<file path="config.mk">
export PLATFORM = sky130hd
export DESIGN_NAME = ultrasonic_echo_ranger
export DESIGN_NICKNAME = d
export VERILOG_FILES = /design/src/rtl/uer_pkg.sv /design/src/rtl/uer_scan.sv /design/src/rtl/ultrasonic_echo_ranger.sv
export SDC_FILE = /design/constraint.sdc
export NUM_CORES = 1
export LEC_CHECK = 0
export BUFFER_PORTS_ARGS = -buffer_cell sky130_fd_sc_hd__buf_2
export CAP_MARGIN = 20
export CORE_MARGIN = 3
export CORE_UTILIZATION = 50
export CTS_CLUSTER_SIZE = 28
export DETAILED_ROUTE_END_ITERATION = 10
export PLACE_DENSITY = 0.79
export SKIP_LAST_GASP = 1
export SLEW_MARGIN = 30
export SYNTH_ARGS = -nofsm -noshare
export SYNTH_HDL_FRONTEND = slang
export SYNTH_SLANG_ARGS = --single-unit
</file>
<file path="constraint.sdc">
create_clock -name i_clk -period 15.2 [get_ports i_clk]
set_clock_uncertainty 0.1 [all_clocks]
set_input_delay 3.04 -clock i_clk [delete_from_list [all_inputs] [get_ports i_clk]]
set_output_delay 3.04 -clock i_clk [all_outputs]
set_load 0.03 [all_outputs]
</file>
<file path="src/rtl/uer_pkg.sv">
// Shared types, codes and reset constants for the ultrasonic echo ranger.
`timescale 1ns / 1ps

package uer_pkg;

    localparam int unsigned UER_SCANS_DEFAULT = 8;

    localparam int unsigned SCAN_IDX_W = 7;
    localparam int unsigned COUNT_W    = 24;
    localparam int unsigned TRIG_W     = 16;
    localparam int unsigned LISTEN_W   = 24;
    localparam int unsigned TPC_W      = 16;
    localparam int unsigned DIST_W     = 10;
    localparam int unsigned SUM_W      = 16;
    localparam int unsigned CFG_IDX_W  = 2;
    localparam int unsigned CFG_DATA_W = 24;

    localparam logic [TRIG_W-1:0]   TRIGGER_TICKS_RST = 16'd240;
    localparam logic [LISTEN_W-1:0] LISTEN_TICKS_RST  = 24'd660000;
    localparam logic [TPC_W-1:0]    TICKS_PER_CM_RST  = 16'd1392;
    localparam logic [DIST_W-1:0]   MAX_DISTANCE_RST  = 10'd300;

    // Configuration register indexes
    localparam logic [CFG_IDX_W-1:0] CFG_TRIGGER_TICKS = 2'd0;
    localparam logic [CFG_IDX_W-1:0] CFG_LISTEN_TICKS  = 2'd1;
    localparam logic [CFG_IDX_W-1:0] CFG_TICKS_PER_CM  = 2'd2;
    localparam logic [CFG_IDX_W-1:0] CFG_MAX_DISTANCE  = 2'd3;

    typedef enum logic [1:0] {
        PH_IDLE   = 2'd0,
        PH_TRIG   = 2'd1,
        PH_LISTEN = 2'd2
    } t_phase;

    typedef struct packed {
        logic [TRIG_W-1:0]   trigger_ticks;
        logic [LISTEN_W-1:0] listen_ticks;
        logic [TPC_W-1:0]    ticks_per_cm;
        logic [DIST_W-1:0]   max_distance;
    } t_cfg;

    typedef struct packed {
        logic              trig;
        logic              busy;
        logic              done;
        logic [DIST_W-1:0] dist_cm;
    } t_result;

endpackage

</file>
<file path="src/rtl/uer_scan.sv">
// Scan sequencer: trigger, listen window, echo timing and averaging for one tick.
`timescale 1ns / 1ps

module uer_scan #(
    parameter int unsigned SCANS = uer_pkg::UER_SCANS_DEFAULT
) (
    input  logic             i_clk,
    input  logic             i_rst_n,
    input  logic             i_adv,
    input  logic             i_start,
    input  logic             i_echo,
    input  uer_pkg::t_cfg    i_cfg,
    output uer_pkg::t_result o_res
);
    import uer_pkg::*;

    // floor(n / SCANS) as (n * DIV_MUL) >> DIV_SHIFT, exact for 16-bit n
    localparam int unsigned DIV_SHIFT = SUM_W + SCAN_IDX_W;
    localparam int unsigned DIV_MUL_W = DIV_SHIFT + 1;
    localparam int unsigned PROD_W    = SUM_W + DIV_MUL_W;
    localparam logic [DIV_MUL_W-1:0] DIV_MUL =
        DIV_MUL_W'(((64'd1 << DIV_SHIFT) + 64'(SCANS) - 64'd1) / 64'(SCANS));
    localparam logic [SCAN_IDX_W-1:0] SCANS_C = SCAN_IDX_W'(SCANS);

    t_phase                r_phase, n_phase;
    logic [COUNT_W-1:0]    r_phase_count, n_phase_count;
    logic [SCAN_IDX_W-1:0] r_scan_index, n_scan_index;
    logic                  r_echo_prev, n_echo_prev;
    logic                  r_in_pulse, n_in_pulse;
    logic [TPC_W-1:0]      r_cm_prescale, n_cm_prescale;
    logic [DIST_W-1:0]     r_pulse_cm, n_pulse_cm;
    logic [DIST_W-1:0]     r_captured_cm, n_captured_cm;
    logic                  r_have_echo, n_have_echo;
    logic [SUM_W-1:0]      r_distance_sum, n_distance_sum;

    logic                  v_rise;
    logic                  v_fall;
    logic [DIST_W-1:0]     v_scan_cm;
    logic [PROD_W-1:0]     v_prod;

    always_comb begin
        n_phase        = r_phase;
        n_phase_count  = r_phase_count;
        n_scan_index   = r_scan_index;
        n_in_pulse     = r_in_pulse;
        n_cm_prescale  = r_cm_prescale;
        n_pulse_cm     = r_pulse_cm;
        n_captured_cm  = r_captured_cm;
        n_have_echo    = r_have_echo;
        n_distance_sum = r_distance_sum;
        v_rise         = i_echo & ~r_echo_prev;
        v_fall         = ~i_echo & r_echo_prev;
        v_scan_cm      = '0;
        v_prod         = '0;
        o_res          = '0;

        if (!(r_phase == PH_TRIG || r_phase == PH_LISTEN)) begin
            n_phase = PH_IDLE;
            if (i_start) begin
                n_phase        = PH_TRIG;
                n_phase_count  = '0;
                n_scan_index   = '0;
                n_distance_sum = '0;
            end
        end

        case (n_phase)
            PH_TRIG: begin
                o_res.trig    = 1'b1;
                n_phase_count = n_phase_count + COUNT_W'(1);
                if (n_phase_count >= COUNT_W'(i_cfg.trigger_ticks)) begin
                    // open the listen window
                    n_phase       = PH_LISTEN;
                    n_phase_count = '0;
                    n_in_pulse    = 1'b0;
                    n_cm_prescale = '0;
                    n_pulse_cm    = '0;
                    n_captured_cm = '0;
                    n_have_echo   = 1'b0;
                end
            end
            PH_LISTEN: begin
                if (v_rise) begin
                    n_in_pulse    = 1'b1;
                    n_cm_prescale = '0;
                    n_pulse_cm    = '0;
                end
                if (n_in_pulse && i_echo) begin
                    n_cm_prescale = n_cm_prescale + TPC_W'(1);
                    if (n_cm_prescale >= i_cfg.ticks_per_cm) begin
                        n_cm_prescale = '0;
                        if (n_pulse_cm < i_cfg.max_distance) begin
                            n_pulse_cm = n_pulse_cm + DIST_W'(1);
                        end
                    end
                end
                if (v_fall && n_in_pulse) begin
                    n_captured_cm = n_pulse_cm;
                    n_have_echo   = 1'b1;
                    n_in_pulse    = 1'b0;
                end
                n_phase_count = n_phase_count + COUNT_W'(1);
                if (n_phase_count >= i_cfg.listen_ticks) begin
                    v_scan_cm = n_have_echo ? n_captured_cm : i_cfg.max_distance;
                    if (v_scan_cm > i_cfg.max_distance) begin
                        v_scan_cm = i_cfg.max_distance;
                    end
                    n_distance_sum = n_distance_sum + SUM_W'(v_scan_cm);
                    n_scan_index   = n_scan_index + SCAN_IDX_W'(1);
                    if (n_scan_index >= SCANS_C) begin
                        v_prod        = PROD_W'(n_distance_sum) * PROD_W'(DIV_MUL);
                        o_res.done    = 1'b1;
                        o_res.dist_cm = v_prod[DIV_SHIFT +: DIST_W];
                        n_phase       = PH_IDLE;
                        n_phase_count = '0;
                        n_scan_index  = '0;
                        n_in_pulse    = 1'b0;
                    end else begin
                        n_phase       = PH_TRIG;
                        n_phase_count = '0;
                    end
                end
            end
            default: ;
        endcase

        n_echo_prev = i_echo;
        o_res.busy  = (n_phase == PH_TRIG) || (n_phase == PH_LISTEN);
    end

    always_ff @(posedge i_clk) begin
        if (!i_rst_n) begin
            r_phase        <= PH_IDLE;
            r_phase_count  <= '0;
            r_scan_index   <= '0;
            r_echo_prev    <= 1'b0;
            r_in_pulse     <= 1'b0;
            r_cm_prescale  <= '0;
            r_pulse_cm     <= '0;
            r_captured_cm  <= '0;
            r_have_echo    <= 1'b0;
            r_distance_sum <= '0;
        end else if (i_adv) begin
            r_phase        <= n_phase;
            r_phase_count  <= n_phase_count;
            r_scan_index   <= n_scan_index;
            r_echo_prev    <= n_echo_prev;
            r_in_pulse     <= n_in_pulse;
            r_cm_prescale  <= n_cm_prescale;
            r_pulse_cm     <= n_pulse_cm;
            r_captured_cm  <= n_captured_cm;
            r_have_echo    <= n_have_echo;
            r_distance_sum <= n_distance_sum;
        end
    end

    a_scan_index_range: assert property (@(posedge i_clk) disable iff (!i_rst_n)
        r_scan_index < SCANS_C)
        else $error("scan index reached the scan count");

    a_start_goes_busy: assert property (@(posedge i_clk) disable iff (!i_rst_n)
        (i_adv && i_start && r_phase == PH_IDLE) |=> (r_phase != PH_IDLE))
        else $error("accepted start left the sequencer idle");

    a_hold_without_adv: assert property (@(posedge i_clk) disable iff (!i_rst_n)
        !i_adv |=> ($stable(r_phase) && $stable(r_phase_count)
                    && $stable(r_distance_sum)))
        else $error("scan state moved without a request");

endmodule

</file>
<file path="src/rtl/ultrasonic_echo_ranger.sv">
// A request is held in the input register, and its result is then written to the result
// register; one request is taken every cycle while the result side is not stalled, as
// the scan state updates on each advance.
// The result register parts the two sides, so a stalled result does not stop intake
// until the input register is also full.
// Reset (synchronous, active low) idles the sequencer, clears both pipeline stages and
// restores the configuration defaults; no clearing pass is needed.
`timescale 1ns / 1ps

module ultrasonic_echo_ranger #(
    parameter int unsigned SCANS = uer_pkg::UER_SCANS_DEFAULT
) (
    input  logic                           i_clk,
    input  logic                           i_rst_n,
    input  logic                           i_in_valid,
    output logic                           o_in_ready,
    input  logic                           i_start_req,
    input  logic                           i_echo_level,
    output logic                           o_out_valid,
    input  logic                           i_out_ready,
    output logic                           o_trigger_out,
    output logic                           o_busy_res,
    output logic                           o_done_res,
    output logic [uer_pkg::DIST_W-1:0]     o_distance_cm,
    input  logic                           i_cfg_valid,
    output logic                           o_cfg_ready,
    input  logic [uer_pkg::CFG_IDX_W-1:0]  i_cfg_index,
    input  logic [uer_pkg::CFG_DATA_W-1:0] i_cfg_data
);
    import uer_pkg::*;

    t_cfg    r_cfg;
    logic    r_in_valid;
    logic    r_start;
    logic    r_echo;
    logic    r_out_valid;
    t_result r_out;
    t_result w_res;
    logic    w_adv;

    // advance the held request when the result register is free or draining
    assign w_adv       = r_in_valid && (!r_out_valid || i_out_ready);
    assign o_in_ready  = !r_in_valid || w_adv;
    assign o_cfg_ready = 1'b1;

    always_ff @(posedge i_clk) begin
        if (!i_rst_n) begin
            r_cfg.trigger_ticks <= TRIGGER_TICKS_RST;
            r_cfg.listen_ticks  <= LISTEN_TICKS_RST;
            r_cfg.ticks_per_cm  <= TICKS_PER_CM_RST;
            r_cfg.max_distance  <= MAX_DISTANCE_RST;
        end else if (i_cfg_valid) begin
            case (i_cfg_index)
                CFG_TRIGGER_TICKS: r_cfg.trigger_ticks <= i_cfg_data[TRIG_W-1:0];
                CFG_LISTEN_TICKS:  r_cfg.listen_ticks  <= i_cfg_data[LISTEN_W-1:0];
                CFG_TICKS_PER_CM:  r_cfg.ticks_per_cm  <= i_cfg_data[TPC_W-1:0];
                CFG_MAX_DISTANCE:  r_cfg.max_distance  <= i_cfg_data[DIST_W-1:0];
                default: ;
            endcase
        end
    end

    always_ff @(posedge i_clk) begin
        if (!i_rst_n) begin
            r_in_valid <= 1'b0;
        end else if (o_in_ready) begin
            r_in_valid <= i_in_valid;
        end
    end

    always_ff @(posedge i_clk) begin
        if (i_in_valid && o_in_ready) begin
            r_start <= i_start_req;
            r_echo  <= i_echo_level;
        end
    end

    uer_scan #(
        .SCANS (SCANS)
    ) u_scan (
        .i_clk   (i_clk),
        .i_rst_n (i_rst_n),
        .i_adv   (w_adv),
        .i_start (r_start),
        .i_echo  (r_echo),
        .i_cfg   (r_cfg),
        .o_res   (w_res)
    );

    always_ff @(posedge i_clk) begin
        if (!i_rst_n) begin
            r_out_valid <= 1'b0;
        end else if (w_adv) begin
            r_out_valid <= 1'b1;
        end else if (i_out_ready) begin
            r_out_valid <= 1'b0;
        end
    end

    always_ff @(posedge i_clk) begin
        if (w_adv) begin
            r_out <= w_res;
        end
    end

    assign o_out_valid   = r_out_valid;
    assign o_trigger_out = r_out.trig;
    assign o_busy_res    = r_out.busy;
    assign o_done_res    = r_out.done;
    assign o_distance_cm = r_out.dist_cm;

    a_in_hold: assert property (@(posedge i_clk) disable iff (!i_rst_n)
        (r_in_valid && !w_adv) |=> r_in_valid)
        else $error("held request dropped before it advanced");

    a_adv_fills_out: assert property (@(posedge i_clk) disable iff (!i_rst_n)
        w_adv |=> r_out_valid)
        else $error("advanced request produced no result");

    a_done_ends_busy: assert property (@(posedge i_clk) disable iff (!i_rst_n)
        (r_out_valid && r_out.done) |-> (!r_out.busy && !r_out.trig))
        else $error("done result still busy or triggering");

endmodule

</file>
Yosys cells after proc, flatten, opt, wreduce, memory -nomap -nowiden
Index checks and enable logic that the tools add are counted.
- eq/ne operators: 10
- bitwise logic cells: 4
- mux-type cells: 54
- add/sub/neg operators: 5
- magnitude comparators: 6
- reduce and logical (&&, ||, !) cells: 20
- operators by type and width (cell ; count):
    $mux 16 ; 9
    $mux 10 ; 12
    $mux 24 ; 4
    $pmux 24 s2 ; 1
    $pmux 10 s2 ; 2
    $mux 7 ; 5
    $pmux 16 s2 ; 1
    $add 24x1->24 const B ; 1
    $ge 24x16->1 ; 1
    $ge 24x24->1 ; 1
    $add 16x1->16 const B ; 1
    $add 16x10->16 ; 1
    $ge 16x16->1 ; 1
    $mux 1 ; 13
    $mux 11 ; 1
    $add 10x1->10 const B ; 1
    $eq 2x2->1 const B ; 5
    $gt 10x10->1 ; 1
    $lt 10x10->1 ; 1
    $reduce_and 2->1 ; 5
    $eq 2x1->1 const B ; 4
    $add 7x1->7 const B ; 1
    $ge 7x4->1 const B ; 1
    $mux 2 ; 3
    11 further kinds ; 23
- register bits: 171

Depth between registers and ports, before layout
- depth in word-level cells: 19
- mapped depth: 39

Modules after synthesis
From an unflattened synthesis, not the netlist that was laid out.
- cells, all modules: 1244
- area, all modules: 10588.9 um^2
- modules (own cells, without submodules) (module ; cells each ; instances ; area an instance (um^2)):
    uer_scan ; 962 ; 1 ; 7490.9
    ultrasonic_echo_ranger ; 282 ; 1 ; 3098.0

Worst setup path after synthesis
Ideal clock, no wire load.
- path type: register -> register
- start point: register r_echo
- end point: register u_scan.r_distance_sum[12]
- arrival: 7.950 ns
- library setup time: 0.071 ns
- setup slack: 7.079 ns
- cell stages (with the launch flop): 38
- data required time: 15.029 ns
- path buffers: 4
- cell sequence: edfxtp_1 nand2b_1 clkbuf_1 clkbuf_1 and2_1 ha_1 nand3_1 or3_1 clkbuf_1 or3_1 a21oi_1 ha_1 nand4_1 nor2_1 o211ai_1 a21oi_1 o21ai_1 nor4_1 [... 2 more ...] ha_1 and4_1 nand3_1 o21ai_0 nor2_1 o2bb2ai_1 o21ai_1 clkbuf_1 mux2i_1 fa_1 inv_1 a21oi_1 o21bai_1 a221oi_1 o31ai_1 nand2_1 or4_1 a21oi_1
- word-level cells in the longest chain between the ends: 17
- ends and longest elaborated chain (element ; line ; source):
    from (decl) ; ultrasonic_echo_ranger.sv:35 ; logic r_echo;
    from (signal assigned) ; ultrasonic_echo_ranger.sv:74 ; r_echo <= i_echo_level;
    $and 1x1->1 ; uer_scan.sv:51 ; v_rise = i_echo & ~r_echo_prev;
    $mux 16 / $mux 10 (equally long branches) ; uer_scan.sv:83 ; if (v_rise) begin
    $mux 16 / $mux 10 (equally long branches) ; uer_scan.sv:67 ; case (n_phase)
    $add 16x1->16, or another cell as far along ; uer_scan.sv:89 ; n_cm_prescale = n_cm_prescale + TPC_W'(1);
    $ge 16x16->1 / $mux 10 (equally long branches) ; uer_scan.sv:90, uer_scan.sv:92 ;
    $mux 10 ; uer_scan.sv:90 ; if (n_cm_prescale >= i_cfg.ticks_per_cm) begin
    $mux 10 ; uer_scan.sv:88 ; if (n_in_pulse && i_echo) begin
    $mux 10 ; uer_scan.sv:97 ; if (v_fall && n_in_pulse) begin
    $mux 10 ; uer_scan.sv:67 ;
    $mux 10 (*) ; uer_scan.sv:104 ; v_scan_cm = n_have_echo ? n_captured_cm : i_cfg.max_distance;
    $gt 10x10->1 ; uer_scan.sv:105 ; if (v_scan_cm > i_cfg.max_distance) begin
    $mux 10 (*) ; uer_scan.sv:105 ;
    $mux 10 (*) ; uer_scan.sv:103 ; if (n_phase_count >= i_cfg.listen_ticks) begin
    $mux 10 (*) ; uer_scan.sv:67 ;
    $add 16x10->16 (*) ; uer_scan.sv:108 ; n_distance_sum = n_distance_sum + SUM_W'(v_scan_cm);
    $mux 16 (*) ; uer_scan.sv:103 ;
    $mux 16 (*) ; uer_scan.sv:67 ;
    to (signal assigned) ; uer_scan.sv:153 ; r_distance_sum <= n_distance_sum;
    to (decl) ; uer_scan.sv:34 ; logic [SUM_W-1:0] r_distance_sum, n_distance_sum;
Every way passes the cells marked *; elsewhere a longest branch is shown, timed or not. The select of a mux whose other input is x is not followed.
A chain may end at the register's enable or synchronous reset.

Final worst setup path
Ends and elaborated chain as after synthesis.

==> reports/metrics.csv <==
stage,metric,value,unit
power_and_ir_drop,Int Pwr,0.000713,W
cells_and_area,fill count,1792,
timing,period utilization,61.8,%
hold_path,WHS Endpoint,r_cfg[65],
cts,Longest Clk Path Bufs,2,
hold_path,Worst Hold Class,flop to flop,
timing,Fin Setup TNS,0,ns
setup_path,CP arrival,9.66,ns
global_routing,antenna violations before repair,1,
timing,Fmax achieved,106,MHz
route,DR DRC count,0,
setup_path,critical path capture point type,flop,
route,Wirelength per Cell,16.6,um
setup_path,CP max stage delay,0.59,ns
die,Initial Util,51.2,%
logic_synthesis,post-synthesis register bit count,168,
setup_path,WP data required,15.46,ns
cts,Sink Count,168,
cts,Post-CTS Resized,0,
cts,Post-CTS Setup Bufs,0,
cts,Clock transition at path regs,0.07,ns
logic_synthesis,commonest cells in the netlist,"nand2_1 (190), dfxtp_1 (153), a21oi_1 (95)",
logic_synthesis,count of cell types in the netlist,81,
power_and_ir_drop,VDD IR max,80.3,uV
logic_synthesis,sequential area share after synthesis,35.1,%
logic_synthesis,"Net Count, Synth",1328,
setup_path,r2r startpoint,r_echo,
die,die footprint,21800,um^2
cells_and_area,Final #Nets,1347,
die,site row count,51,
cts,CTS buffer count,17,
cells_and_area,multi-input logic area,5960,um^2
die,Die Ht,148,um
logic_synthesis,ys flop type,dfxtp_1,
setup_path,critical path's top delay family,compound AO/OA/AOI/OAI gates,
setup_path,most used cell along the critical path,a21oi_1,
route,Pre-antenna DRT Iters,6,
timing,Slew headroom,35.1,%
logic_synthesis,cell count after synthesis,1204,
route,Initial DRC Count,797,
cts,H-tree depth,4,
route,Final ANT Viol Nets,0,
global_routing,first-pass GRT wire length,41400,um
logic_synthesis,Synth async-reset ratio,0,%
timing,Finish-stage setup viols,0,
route,final WL,24900,um
global_routing,pin count of the biggest net entering global routing,62,
run_status,outcome,"finished, final reports clean",
timing,Final WS setup,5.81,ns
power_and_ir_drop,P_leak,4.47,nW
setup_path,WS Path Type,flop to flop,
logic_synthesis,Synth area leaders,"dfxtp_1 (31%), ha_1 (11%), nand2_1 (7.1%), a21oi_1 (4.7%), edfxtp_1 (4.5%)",
global_routing,Tot GR Track Use,23.2,%
logic_synthesis,top cell type's share of synthesized area,30.6,%
logic_synthesis,yosys warns,0,
logic_synthesis,cell taking the most area after synthesis,dfxtp_1,
placed_design,post-place setup slack,5.70,ns
global_routing,total grt overflow,0,
die,io pins,49,
power_and_ir_drop,Gate power share,9.2,%
logic_synthesis,Post-synth EDFFs,15,
setup_path,Worst R2R Setup Slack,5.81,ns
die,Die Wd,148,um
setup_path,CP Max Fanout,17,
cts,post-cts hold buffer count,0,
route,vias per cell,5.80,
logic_synthesis,"count leader, synth",nand2_1,
setup_path,Worst Reg-to-Reg Cells,37,
power_and_ir_drop,pwr dens,88.4,nW/um^2
cells_and_area,area grow syn2layout,10.0,%
placed_design,PortBufs,47,
setup_path,Worst Path Buf+Inv,3,
placed_design,placed wire-length estimate,18000,um
hold_path,Hold Path Stages,2,
run,Max Cap Viol,0,
power_and_ir_drop,Sw Ratio,26.9,%
cts,CTS tree,built,
hold_path,hold path start,r_cfg[65],
timing,Worst Tran Pin Value,0.971,ns
timing,RSZ-0062 raised after global routing,false,
cts,"Clk Latency, worst-skew pair",0.44,ns
cells_and_area,FF+latch area,3510,um^2
die,core area,19600,um^2
power_and_ir_drop,P_sw,0.000262,W
setup_path,Startpoint Class,flop,
cts,root buffer cell,clkbuf_16,
timing,"Hold Violations, Final",0,
timing,final slew viol count,0,
setup_path,reg2reg end,u_scan.r_distance_sum[12],
timing,min cycle time layout,9.39,ns
placed_design,GP Congestion,0.942,
power_and_ir_drop,fraction of power consumed by sequential logic,47.4,%
cells_and_area,antenna cells,0,
power_and_ir_drop,clock share of power,43.5,%
route,vias,8704,
cells_and_area,layout cell share with drive strength beyond 1,10.3,%
setup_path,CP max-delay cell,o31ai_1,
logic_synthesis,synthesized area,10000,um^2
global_routing,vias in the first global route,8179,
logic_synthesis,syn_area_per_cell,8.33,um^2
through the flow:
stage | cells | hold WS (ns) | area (um^2) | power (W) | util (%)
after detailed placement | 1469 | 0.346 | 10400 | 0.000560 | 53.3
after floorplan | 1204 | 0.324 | 10000 | 0.000532 | -
after global placement | 1469 | 0.343 | 10400 | 0.000557 | 53.3
after CTS | 1501 | 0.356 | 11000 | 0.000980 | 56.2
final | 1501 | 0.354 | 11000 | 0.000975 | 56.3
after global routing | 1501 | 0.372 | 11000 | 0.00101 | 56.3
cell families after synthesis:
| group | count (synthesis) | share of synthesized area (%) |
|---|---|---|
| AND/OR/NAND/NOR | 419 | 20.1 |
| AO/OA/AOI/OAI | 308 | 21.3 |
| flip-flops | 168 | 35.1 |
| buffers and inverters | 149 | 5.84 |
| adder cells (fa/ha/maj) | 92 | 11.5 |
| XOR/XNOR | 53 | 4.63 |
| multiplexers | 14 | 1.47 |
| other | 1 | 0.0374 |
layout make-up:
| cell class | instances | share of cell area, % |
|---|---|---|
| clock buffer | 19 | 4.21 |
| clock inverter | 13 | 0.987 |
| inverter | 93 | 3.17 |
| multi-input combinational | 887 | 54.0 |
| sequential | 168 | 31.9 |
| tap | 265 | 3.01 |
| timing repair buffer | 56 | 2.75 |
state kept, by name, summed over array words and instances, names as in the netlist, 2 cells and up:
signal,count
o_distance_cm,10
r_cfg,66
u_scan.r_captured_cm,10
u_scan.r_cm_prescale,16
u_scan.r_distance_sum,13
u_scan.r_phase,2
u_scan.r_phase_count,24
u_scan.r_pulse_cm,10
u_scan.r_scan_index,7
layout by cell type (no fill, tap or decap), types with 6 or more instances in the layout:
| cell | synthesis | routed |
|---|---|---|
| clkbuf_16 | 0 | 18 |
| nand4_1 | 13 | 13 |
| dfxtp_1 | 153 | 153 |
| and3_1 | 20 | 20 |
| o21ai_0 | 30 | 30 |
| o211ai_1 | 24 | 24 |
| nand2b_1 | 7 | 7 |
| a22o_1 | 50 | 50 |
| o31ai_1 | 10 | 10 |
| xor2_1 | 27 | 27 |
| o22ai_1 | 8 | 8 |
| inv_1 | 93 | 92 |
| buf_2 | 6 | 47 |
| and2_1 | 29 | 30 |
| edfxtp_1 | 15 | 15 |
| o2bb2ai_1 | 6 | 6 |
| mux2_2 | 6 | 6 |
| xnor2_1 | 26 | 26 |
| buf_4 | 3 | 9 |
| or2_2 | 7 | 7 |
| nor2_1 | 61 | 60 |
| mux2i_1 | 8 | 8 |
| nor3_1 | 19 | 19 |
| a32o_1 | 6 | 6 |
| a21oi_1 | 95 | 95 |
| or3_1 | 10 | 10 |
| nand2_1 | 190 | 190 |
| a21o_1 | 12 | 12 |
| nand3_1 | 28 | 28 |
| ha_1 | 90 | 90 |
| o21ai_1 | 7 | 6 |
layer usage:
metal | routed length [um] | global-route usage (%) | share of wire, % | vias to the layer above
met1 | 11300 | 31.2 | 45 | 4036
met3 | 1460 | 4.72 | 5.9 | 59
met2 | 11500 | 37.5 | 46 | 286
li1 | - | - | - | 4321
met4 | 640 | 7.32 | 2.6 | 2
met5 | 9 | 0 | 0.036 | -
worst max path at each step:
stage,start,cells after the start,slack [ns],end
3_5_place_dp,r_echo,36,5.70,u_scan.r_distance_sum[12]
5_1_grt,r_echo,37,4.80,u_scan.r_distance_sum[12]
2_1_floorplan,r_echo,37,7.08,u_scan.r_distance_sum[12]
6_report,r_echo,37,5.81,u_scan.r_distance_sum[12]
4_1_cts,r_echo,36,5.64,u_scan.r_distance_sum[12]
3_3_place_gp,r_echo,36,6.09,u_scan.r_distance_sum[12]
power groups by stage:
stage	clock network (W)	logic, W	registers, W
3_3_place_gp	0	0.0000861	0.000471
4_1_cts	0.000430	0.0000888	0.000462
3_5_place_dp	0	0.0000881	0.000472
5_1_grt	0.000449	0.0000999	0.000462
2_1_floorplan	0	0.0000580	0.000474
6_report	0.000424	0.0000897	0.000462
worst min-delay path: cells and delay by family, from the launching register on:
family / cells / cell delay (ns)
AO/OA/AOI/OAI: 1 / 0.05
AND/OR/NAND/NOR: 1 / 0.05
flip-flops: 1 / 0.31
Power figures use the tool's default switching activity.
